--- src/hw/rtl/spibt_pkg.sv ---
// Package for the SPI byte transmitter.
// Holds the phase codes and the item and result types shared by the RTL files.
// No dependencies.
`default_nettype none

package spibt_pkg;

    localparam int unsigned PhaseW = 3;
    localparam int unsigned TickW  = 18;
    localparam int unsigned HalfW  = 16;

    localparam logic [PhaseW-1:0] PH_IDLE    = 3'd0;
    localparam logic [PhaseW-1:0] PH_SETUP   = 3'd1;
    localparam logic [PhaseW-1:0] PH_DATA    = 3'd2;
    localparam logic [PhaseW-1:0] PH_LASTCLK = 3'd3;
    localparam logic [PhaseW-1:0] PH_CLEAR   = 3'd4;
    localparam logic [PhaseW-1:0] PH_RELEASE = 3'd5;

    localparam logic [2:0] LAST_BIT = 3'd7;

    localparam logic FUNC_TICK = 1'b0;
    localparam logic FUNC_SEND = 1'b1;

    typedef struct packed {
        logic       func;
        logic [7:0] tx_byte;
    } t_item;

    typedef struct packed {
        logic cs_n;
        logic sclk;
        logic mosi;
        logic busy_res;
        logic send_refused;
    } t_result;

endpackage

`default_nettype wire

--- src/hw/rtl/spibt_in_stage.sv ---
// Input register of the SPI byte transmitter.
// Holds one accepted item until the engine takes it; uses spibt_pkg.
`default_nettype none

module spibt_in_stage (
    input  wire                 i_clk,
    input  wire                 i_rst_n,
    input  wire                 i_in_valid,
    output logic                o_in_ready,
    input  spibt_pkg::t_item    i_item,
    output logic                o_valid,
    output spibt_pkg::t_item    o_item,
    input  wire                 i_take
);

    logic             r_valid;
    spibt_pkg::t_item r_item;
    logic             n_valid;

    // The register may refill in the same cycle that the engine takes its item.
    assign o_in_ready = !r_valid || i_take;
    assign o_valid    = r_valid;
    assign o_item     = r_item;

    always_comb begin
        n_valid = r_valid;
        if (o_in_ready) begin
            n_valid = i_in_valid;
        end
    end

    always_ff @(posedge i_clk) begin
        if (!i_rst_n) begin
            r_valid <= 1'b0;
        end else begin
            r_valid <= n_valid;
        end
    end

    always_ff @(posedge i_clk) begin
        if (o_in_ready && i_in_valid) begin
            r_item <= i_item;
        end
    end

endmodule

`default_nettype wire

--- src/hw/rtl/spibt_engine.sv ---
// Transfer sequencer and result register of the SPI byte transmitter.
// Updates the line state for one item per cycle while the result register has room; uses spibt_pkg.
`default_nettype none

module spibt_engine (
    input  wire                              i_clk,
    input  wire                              i_rst_n,
    input  wire [spibt_pkg::HalfW-1:0]       i_half_bit_ticks,
    input  wire                              i_valid,
    input  spibt_pkg::t_item                 i_item,
    output logic                             o_take,
    output logic                             o_out_valid,
    input  wire                              i_out_ready,
    output spibt_pkg::t_result               o_result
);

    logic [spibt_pkg::PhaseW-1:0] r_phase, n_phase;
    logic [2:0]                   r_bit_index, n_bit_index;
    logic [7:0]                   r_shift_byte, n_shift_byte;
    logic [spibt_pkg::TickW-1:0]  r_tick_count, n_tick_count;
    logic                         r_sclk, n_sclk;
    logic                         r_mosi, n_mosi;
    logic                         r_cs, n_cs;
    logic                         r_out_valid, n_out_valid;
    spibt_pkg::t_result           r_result, n_result;

    logic                         w_busy;
    logic                         w_busy_next;
    logic                         w_refused;
    logic [spibt_pkg::HalfW-1:0]  w_half;
    logic [spibt_pkg::TickW-1:0]  w_period;
    logic [spibt_pkg::TickW-1:0]  w_tick_inc;

    assign o_take      = i_valid && (!r_out_valid || i_out_ready);
    assign o_out_valid = r_out_valid;
    assign o_result    = r_result;

    assign w_busy = (r_phase >= spibt_pkg::PH_SETUP) && (r_phase <= spibt_pkg::PH_RELEASE);

    // A period of zero ticks behaves as one tick.
    assign w_half     = (i_half_bit_ticks == '0) ? spibt_pkg::HalfW'(1) : i_half_bit_ticks;
    assign w_period   = (r_phase == spibt_pkg::PH_SETUP) ? {w_half, 2'b00} : {2'b00, w_half};
    assign w_tick_inc = r_tick_count + spibt_pkg::TickW'(1);

    always_comb begin
        n_phase      = r_phase;
        n_bit_index  = r_bit_index;
        n_shift_byte = r_shift_byte;
        n_tick_count = r_tick_count;
        n_sclk       = r_sclk;
        n_mosi       = r_mosi;
        n_cs         = r_cs;
        w_refused    = 1'b0;

        if (i_item.func == spibt_pkg::FUNC_SEND) begin
            if (w_busy) begin
                w_refused = 1'b1;
            end else begin
                n_bit_index  = spibt_pkg::LAST_BIT;
                n_phase      = spibt_pkg::PH_SETUP;
                n_shift_byte = i_item.tx_byte;
                n_cs         = 1'b0;
                n_sclk       = 1'b0;
                n_tick_count = '0;
            end
        end else if (w_busy) begin
            n_tick_count = w_tick_inc;
            if (w_tick_inc >= w_period) begin
                n_tick_count = '0;
                unique case (r_phase)
                    spibt_pkg::PH_SETUP: begin
                        n_phase = spibt_pkg::PH_DATA;
                    end
                    spibt_pkg::PH_DATA: begin
                        // A low clock before the first bit still needs the bit driven first.
                        if (r_sclk || (r_bit_index == spibt_pkg::LAST_BIT)) begin
                            n_mosi = r_shift_byte[r_bit_index];
                            n_sclk = 1'b0;
                            if (r_bit_index != 3'd0) begin
                                n_bit_index = r_bit_index - 3'd1;
                            end else begin
                                n_phase = spibt_pkg::PH_LASTCLK;
                            end
                        end else begin
                            n_sclk = 1'b1;
                        end
                    end
                    spibt_pkg::PH_LASTCLK: begin
                        n_sclk  = 1'b1;
                        n_phase = spibt_pkg::PH_CLEAR;
                    end
                    spibt_pkg::PH_CLEAR: begin
                        n_sclk  = 1'b0;
                        n_mosi  = 1'b0;
                        n_phase = spibt_pkg::PH_RELEASE;
                    end
                    spibt_pkg::PH_RELEASE: begin
                        n_cs    = 1'b1;
                        n_phase = spibt_pkg::PH_IDLE;
                    end
                    default: begin
                        n_phase = spibt_pkg::PH_IDLE;
                    end
                endcase
            end
        end else begin
            n_phase = spibt_pkg::PH_IDLE;
        end

        w_busy_next = (n_phase >= spibt_pkg::PH_SETUP) && (n_phase <= spibt_pkg::PH_RELEASE);

        n_result.cs_n         = n_cs;
        n_result.sclk         = n_sclk;
        n_result.mosi         = n_mosi;
        n_result.busy_res     = w_busy_next;
        n_result.send_refused = w_refused;

        n_out_valid = r_out_valid;
        if (!r_out_valid || i_out_ready) begin
            n_out_valid = i_valid;
        end
    end

    always_ff @(posedge i_clk) begin
        if (!i_rst_n) begin
            r_phase      <= spibt_pkg::PH_IDLE;
            r_bit_index  <= 3'd0;
            r_shift_byte <= 8'd0;
            r_tick_count <= '0;
            r_sclk       <= 1'b0;
            r_mosi       <= 1'b0;
            r_cs         <= 1'b1;
            r_out_valid  <= 1'b0;
        end else begin
            r_out_valid <= n_out_valid;
            if (o_take) begin
                r_phase      <= n_phase;
                r_bit_index  <= n_bit_index;
                r_shift_byte <= n_shift_byte;
                r_tick_count <= n_tick_count;
                r_sclk       <= n_sclk;
                r_mosi       <= n_mosi;
                r_cs         <= n_cs;
            end
        end
    end

    always_ff @(posedge i_clk) begin
        if (o_take) begin
            r_result <= n_result;
        end
    end

    // A refused send leaves the transfer running, so its result must show busy.
    a_refused_busy: assert property (@(posedge i_clk) disable iff (!i_rst_n)
        (r_out_valid && r_result.send_refused) |-> r_result.busy_res)
        else $error("refused send reported while not busy");

    // The lines rest at select high, clock low and data low between transfers.
    a_idle_lines: assert property (@(posedge i_clk) disable iff (!i_rst_n)
        (r_phase == spibt_pkg::PH_IDLE) |-> (r_cs && !r_sclk && !r_mosi))
        else $error("lines not at rest while idle");

    // Chip select stays asserted through setup, data, the closing clock and the clear phase.
    a_cs_held: assert property (@(posedge i_clk) disable iff (!i_rst_n)
        ((r_phase == spibt_pkg::PH_SETUP) || (r_phase == spibt_pkg::PH_DATA) ||
         (r_phase == spibt_pkg::PH_LASTCLK) || (r_phase == spibt_pkg::PH_CLEAR)) |-> !r_cs)
        else $error("chip select released during a transfer");

    // The sequencer moves only when an item is taken.
    a_phase_hold: assert property (@(posedge i_clk) disable iff (!i_rst_n)
        !o_take |=> $stable(r_phase) && $stable(r_tick_count))
        else $error("state changed without an item");

endmodule

`default_nettype wire

--- src/hw/rtl/spi_byte_transmitter.sv ---
// Top level of the write-only SPI byte transmitter (mode 0, MSB first).
// Instantiates spibt_in_stage and spibt_engine; uses spibt_pkg.
//
// Each input transfer is either one base timer tick or a request to send a byte, and
// each yields one result with the chip select, clock and data levels after it. The block
// takes one item every clock cycle while no result is held back; each result passes
// through the input register and then the result register, and the input keeps
// flowing while a result waits as long as the input register has room. The
// half-bit period is written on the configuration channel, which is always ready; the
// setup wait after chip select falls is four half-bit periods. A send while a byte is
// still going out is dropped and flagged in its result.
`default_nettype none

module spi_byte_transmitter (
    input  wire         i_clk,
    input  wire         i_rst_n,
    input  wire         i_in_valid,
    output logic        o_in_ready,
    input  wire         i_func,
    input  wire  [7:0]  i_tx_byte,
    output logic        o_out_valid,
    input  wire         i_out_ready,
    output logic        o_cs_n,
    output logic        o_sclk,
    output logic        o_mosi,
    output logic        o_busy_res,
    output logic        o_send_refused,
    input  wire         i_cfg_valid,
    output logic        o_cfg_ready,
    input  wire  [15:0] i_cfg_half_bit_ticks
);

    logic [spibt_pkg::HalfW-1:0] r_half_bit_ticks;
    spibt_pkg::t_item            w_in_item;
    spibt_pkg::t_item            w_stage_item;
    logic                        w_stage_valid;
    logic                        w_take;
    spibt_pkg::t_result          w_result;

    assign o_cfg_ready = 1'b1;

    always_ff @(posedge i_clk) begin
        if (!i_rst_n) begin
            r_half_bit_ticks <= spibt_pkg::HalfW'(1);
        end else if (i_cfg_valid) begin
            r_half_bit_ticks <= i_cfg_half_bit_ticks;
        end
    end

    assign w_in_item.func    = i_func;
    assign w_in_item.tx_byte = i_tx_byte;

    spibt_in_stage u_in_stage (
        .i_clk      (i_clk),
        .i_rst_n    (i_rst_n),
        .i_in_valid (i_in_valid),
        .o_in_ready (o_in_ready),
        .i_item     (w_in_item),
        .o_valid    (w_stage_valid),
        .o_item     (w_stage_item),
        .i_take     (w_take)
    );

    spibt_engine u_engine (
        .i_clk            (i_clk),
        .i_rst_n          (i_rst_n),
        .i_half_bit_ticks (r_half_bit_ticks),
        .i_valid          (w_stage_valid),
        .i_item           (w_stage_item),
        .o_take           (w_take),
        .o_out_valid      (o_out_valid),
        .i_out_ready      (i_out_ready),
        .o_result         (w_result)
    );

    assign o_cs_n         = w_result.cs_n;
    assign o_sclk         = w_result.sclk;
    assign o_mosi         = w_result.mosi;
    assign o_busy_res     = w_result.busy_res;
    assign o_send_refused = w_result.send_refused;

endmodule

`default_nettype wire

--- config.mk ---
export PLATFORM = sky130hd
export DESIGN_NAME = spi_byte_transmitter
export DESIGN_NICKNAME = d
export VERILOG_FILES = /design/src/hw/rtl/spibt_pkg.sv /design/src/hw/rtl/spibt_in_stage.sv /design/src/hw/rtl/spibt_engine.sv /design/src/hw/rtl/spi_byte_transmitter.sv
export SDC_FILE = /design/constraint.sdc
export NUM_CORES = 1
export LEC_CHECK = 0
export BUFFER_PORTS_ARGS = -buffer_cell sky130_fd_sc_hd__buf_4
export CAP_MARGIN = 20
export CORE_AREA = 2 2 74 112
export DETAILED_ROUTE_END_ITERATION = 10
export DIE_AREA = 0 0 76 114
export PLACE_DENSITY = 0.67
export SETUP_SLACK_MARGIN = 0.2
export SLEW_MARGIN = 15
export SYNTH_ARGS = -nofsm -noshare
export SYNTH_HDL_FRONTEND = slang
export SYNTH_SLANG_ARGS = --single-unit
--- constraint.sdc ---
create_clock -name i_clk -period 4.2 [get_ports i_clk]
set_input_delay 0.84 -clock i_clk [delete_from_list [all_inputs] [get_ports i_clk]]
set_output_delay 0.84 -clock i_clk [all_outputs]
set_load 0.03 [all_outputs]
==> results by group <==
Finish
  – Share of post-route cells with drive strength above 1: 0.1611
  – Filler cells: 736
  – Multi-input gate area: 2092 um^2
  – Diodes inserted: 0
  – Nets: 470
  – Sequential Area: 1481 um^2
  – Syn-to-layout area delta: 16.92%

Floorplanning
  – Initial core utilization: 0.4766
  – Die W: 76 um
  – IO Pins: 38
  – Core area: 7757 um^2
  – Row cnt: 40
  – Chip Height: 114 um
  – Die area: 8664 um^2

Logic synthesis
  – Ys async rst share: 0
  – FF+latch count, synth: 67
  – Synth unique cells: 57
  – Avg Inst Size Synth: 9.456 um^2
  – Post-synth EDFFs: 14
  – Mapped Area: 3697 um^2
  – Synthesized instance count: 391
  – Sequential-to-total area share from yosys stat: 0.4007
  – Warnings, synthesis: 0
  – Ys flop type: dfxtp_1
  – Synthesized net count: 444

Place
  – IO buf count: 36
  – Placer Congestion: 0.9004
  – Final HPWL DP: 6273 um
  – Post-place setup slack: 0.5303 ns

Critical path
  – Crit Path Max Fanout: 6
  – Critical Path RT: 4.27 ns
  – Critical Path Slowest Stage Cell: a2111oi_2
  – Crit path capture type: flop
  – Worst path cell trace: and3_1, nand4_1, nor2_1, nand3_1, xnor2_1, ha_1, nand4_1, a21oi_1, a2111oi_2, nand2_1, a22oi_1, o31ai_1
  – CP peak stage delay: 0.57 ns
  – CP most frequent cell: nand4_1
  – Worst EP arrival: 3.75 ns
  – Crit Path Category: flop to flop
  – Crit start category: flop

STA
  – Max Slew Vio Count: 0
  – Skew final: 0.006443 ns
  – Setup violations, final: 0
  – Worst setup margin: 0.5231 ns
  – Min Tclk post-route: 3.677 ns
  – Period utilization: 0.8754
  – Setup TNS: 0 ns
  – Fmax: 272.0 MHz
  – Final hold viol count: 0
  – RSZ-0062 raised after global routing: yes
  – Slew at the pin closest to its max-slew limit: 1.057 ns
  – Max_slew headroom: 0.2946

Global routing
  – Vias in the first global route: 2940
  – First-pass GRT wire length: 14380 um
  – Initial antenna violation count: 0
  – Total track usage: 0.2122
  – GRT overflow: 0
  – Largest net degree at the start of global routing: 34

Power and ir drop
  – Pleak: 0.001729 uW
  – Cell area power density: 375.4 nW/um^2
  – VDD IR-drop max: 0.0002578 V

Clock tree
  – Worst-skew pair later-pin latency: 0.34 ns
  – Clock tree buffer depth: 2
  – CTS Hold Bufs: 0
  – Clk sinks: 67
  – Root Buffer: clkbuf_16
  – H-Tree Depth: 3
  – Worst-path clk slew: 0.06 ns
  – Setup Buffers After CTS: 0
  – CTS tree: built
  – Number of buffers created by CTS: 9

Min path
  – Worst Hold Class: flop to flop

Drt
  – # DRC: 0
  – Via Count: 3020
  – Routed wire per std cell: 16.31 um
  – DR iter-0 viols: 209
  – Via-per-instance ratio: 5.731
  – Pre-antenna DRT Iters: 4
  – Post-DRT Antenna Nets: 0
  – Total wire length: 8594 um

Job
  – Max Cap Violations: 0

Outcome
  – Outcome: finished, final reports clean
-- area by class of cell --
type / count / area share
tap: 105 / 0.03039
sequential: 67 / 0.3427
inverter: 6 / 0.005210
clock inverter: 6 / 0.01534
clock buffer: 10 / 0.05297
timing repair buffer: 40 / 0.06946
multi-input combinational: 293 / 0.4839
-- power breakdown --
part	switching [uW]	total [uW]	internal, uW
logic	102	178	76.3
registers	20.5	703	682
clock network	283	742	459
-- kinds of logic after synthesis --
| group | after synthesis | synth area share |
|---|---|---|
| compound gates | 79 | 0.1509 |
| xor+xnor | 16 | 0.03790 |
| fa+ha+maj | 23 | 0.07784 |
| buf+inv | 31 | 0.03621 |
| flops | 67 | 0.4007 |
| mux | 34 | 0.09915 |
| other cells | 1 | 0.001014 |
| simple gates | 140 | 0.1963 |
-- flip-flops by register name (all words and copies together) (netlist names) --
signal and count:
r_half_bit_ticks 16, u_engine.o_out_valid 1, u_engine.o_result 5, u_engine.r_bit_index 3, u_engine.r_cs 1, u_engine.r_mosi 1
u_engine.r_phase 3, u_engine.r_sclk 1, u_engine.r_shift_byte 8, u_engine.r_tick_count 18, u_in_stage.o_item 9, u_in_stage.o_valid 1
-- cells in the mapped netlist, types with 2 or more instances --
cell       n  area [um^2]
nand3_1   18        90.09
xnor2_1   11        96.34
buf_2      4        20.02
and3_1     3        18.77
nand4_1    6        37.54
nand2_1   30        112.6
inv_1      6        22.52
nor3_1    13        65.06
and4_1     2        17.52
mux4_2     2        45.04
a32o_1    10        100.1
nor2_1    31        116.4
a21oi_1   23        115.1
nor4_1     7        43.79
nor3b_1    4        30.03
a31oi_1    2        12.51
buf_1      4        15.01
o21ai_0   13        65.06
ha_1      23        287.8
xor2_1     5        43.79
a211oi_1   2        15.01
mux2i_1   31        310.3
or4_1      2        15.01
a21o_1     9        67.56
nor2b_1    3        18.77
edfxtp_1  14        420.4
dfxtp_1   53         1061
and2_1     5        31.28
o31ai_1    5        37.54
nand2b_1   9        56.30
clkbuf_1  14        52.55
a41oi_1    2        17.52
-- per-layer routing --
layer / track usage / part of all wire / vias up
met1: 0.2228 / 0.40 / 1439
li1: - / - / 1510
met2: 0.3923 / 0.54 / 50
met3: 0.04589 / 0.031 / 21
met5: 0 / 0 / -
met4: 0.1188 / 0.035 / 0
-- cell usage in the layout (no fill, tap or decap), drive strengths merged, types with 2 or more instances in the layout --
| master | count |
|---|---|
| and4 | 2 |
| buf | 40 |
| a21oi | 23 |
| mux4 | 2 |
| ha | 23 |
| a32o | 10 |
| nor3b | 5 |
| clkinvlp | 2 |
| nor2b | 3 |
| a221oi | 2 |
| clkinv | 3 |
| a211oi | 2 |
| nor3 | 14 |
| dfxtp | 53 |
| nand4 | 7 |
| inv | 6 |
| a31oi | 2 |
| mux2i | 31 |
| or4 | 3 |
| nor2 | 31 |
| nor4 | 7 |
| a41oi | 2 |
| o31ai | 6 |
| clkbuf | 10 |
| xnor2 | 11 |
| nand3 | 18 |
| edfxtp | 14 |
| a21o | 9 |
| and3 | 3 |
| nand2b | 10 |
| xor2 | 5 |
| and2 | 5 |
| o21ai | 13 |
| nand2 | 30 |
-- repair_timing --
item,in CTS,in global routing
setup endpoints to repair,0,3
hold endpoints to repair,0,0
resized for setup,0,1
-- worst paths after layout --
path | from | endpoint | slack (ns) | cells after the start
setup / recovery | u_engine.r_tick_count[2] | u_engine.o_result[2] | 0.52 | 12
hold / removal | u_engine.r_shift_byte[3] | u_engine.r_shift_byte[3] | 0.45 | 2
setup reg to reg | u_engine.r_tick_count[2] | u_engine.o_result[2] | 0.52 | 12
hold reg to reg | u_engine.r_shift_byte[3] | u_engine.r_shift_byte[3] | 0.45 | 2
-- stage by stage --
stage	cells	instance area, um^2	utilization	total power [uW]	hold slack, ns
2_1_floorplan	391	3697	-	833.4	0.4331
3_3_place_gp	511	4023	0.5185	890.8	0.4415
3_5_place_dp	511	4023	0.5185	893.9	0.4498
4_1_cts	527	4318	0.5566	1636	0.4572
5_1_grt	527	4323	0.5573	1685	0.4658
6_report	527	4323	0.5573	1623	0.4546
-- worst max-delay path: cells and delay by family, from the launching register on --
family                     cells  cell delay, ns
AOI/OAI and AO/OA              4            1.03
DFF                            1            0.42
xor gates and xnor gates       1            0.24
and+or+nand+nor                6            1.43
adders and majority gates      1            0.28
Note: power is estimated with default switching activity, not from simulation.
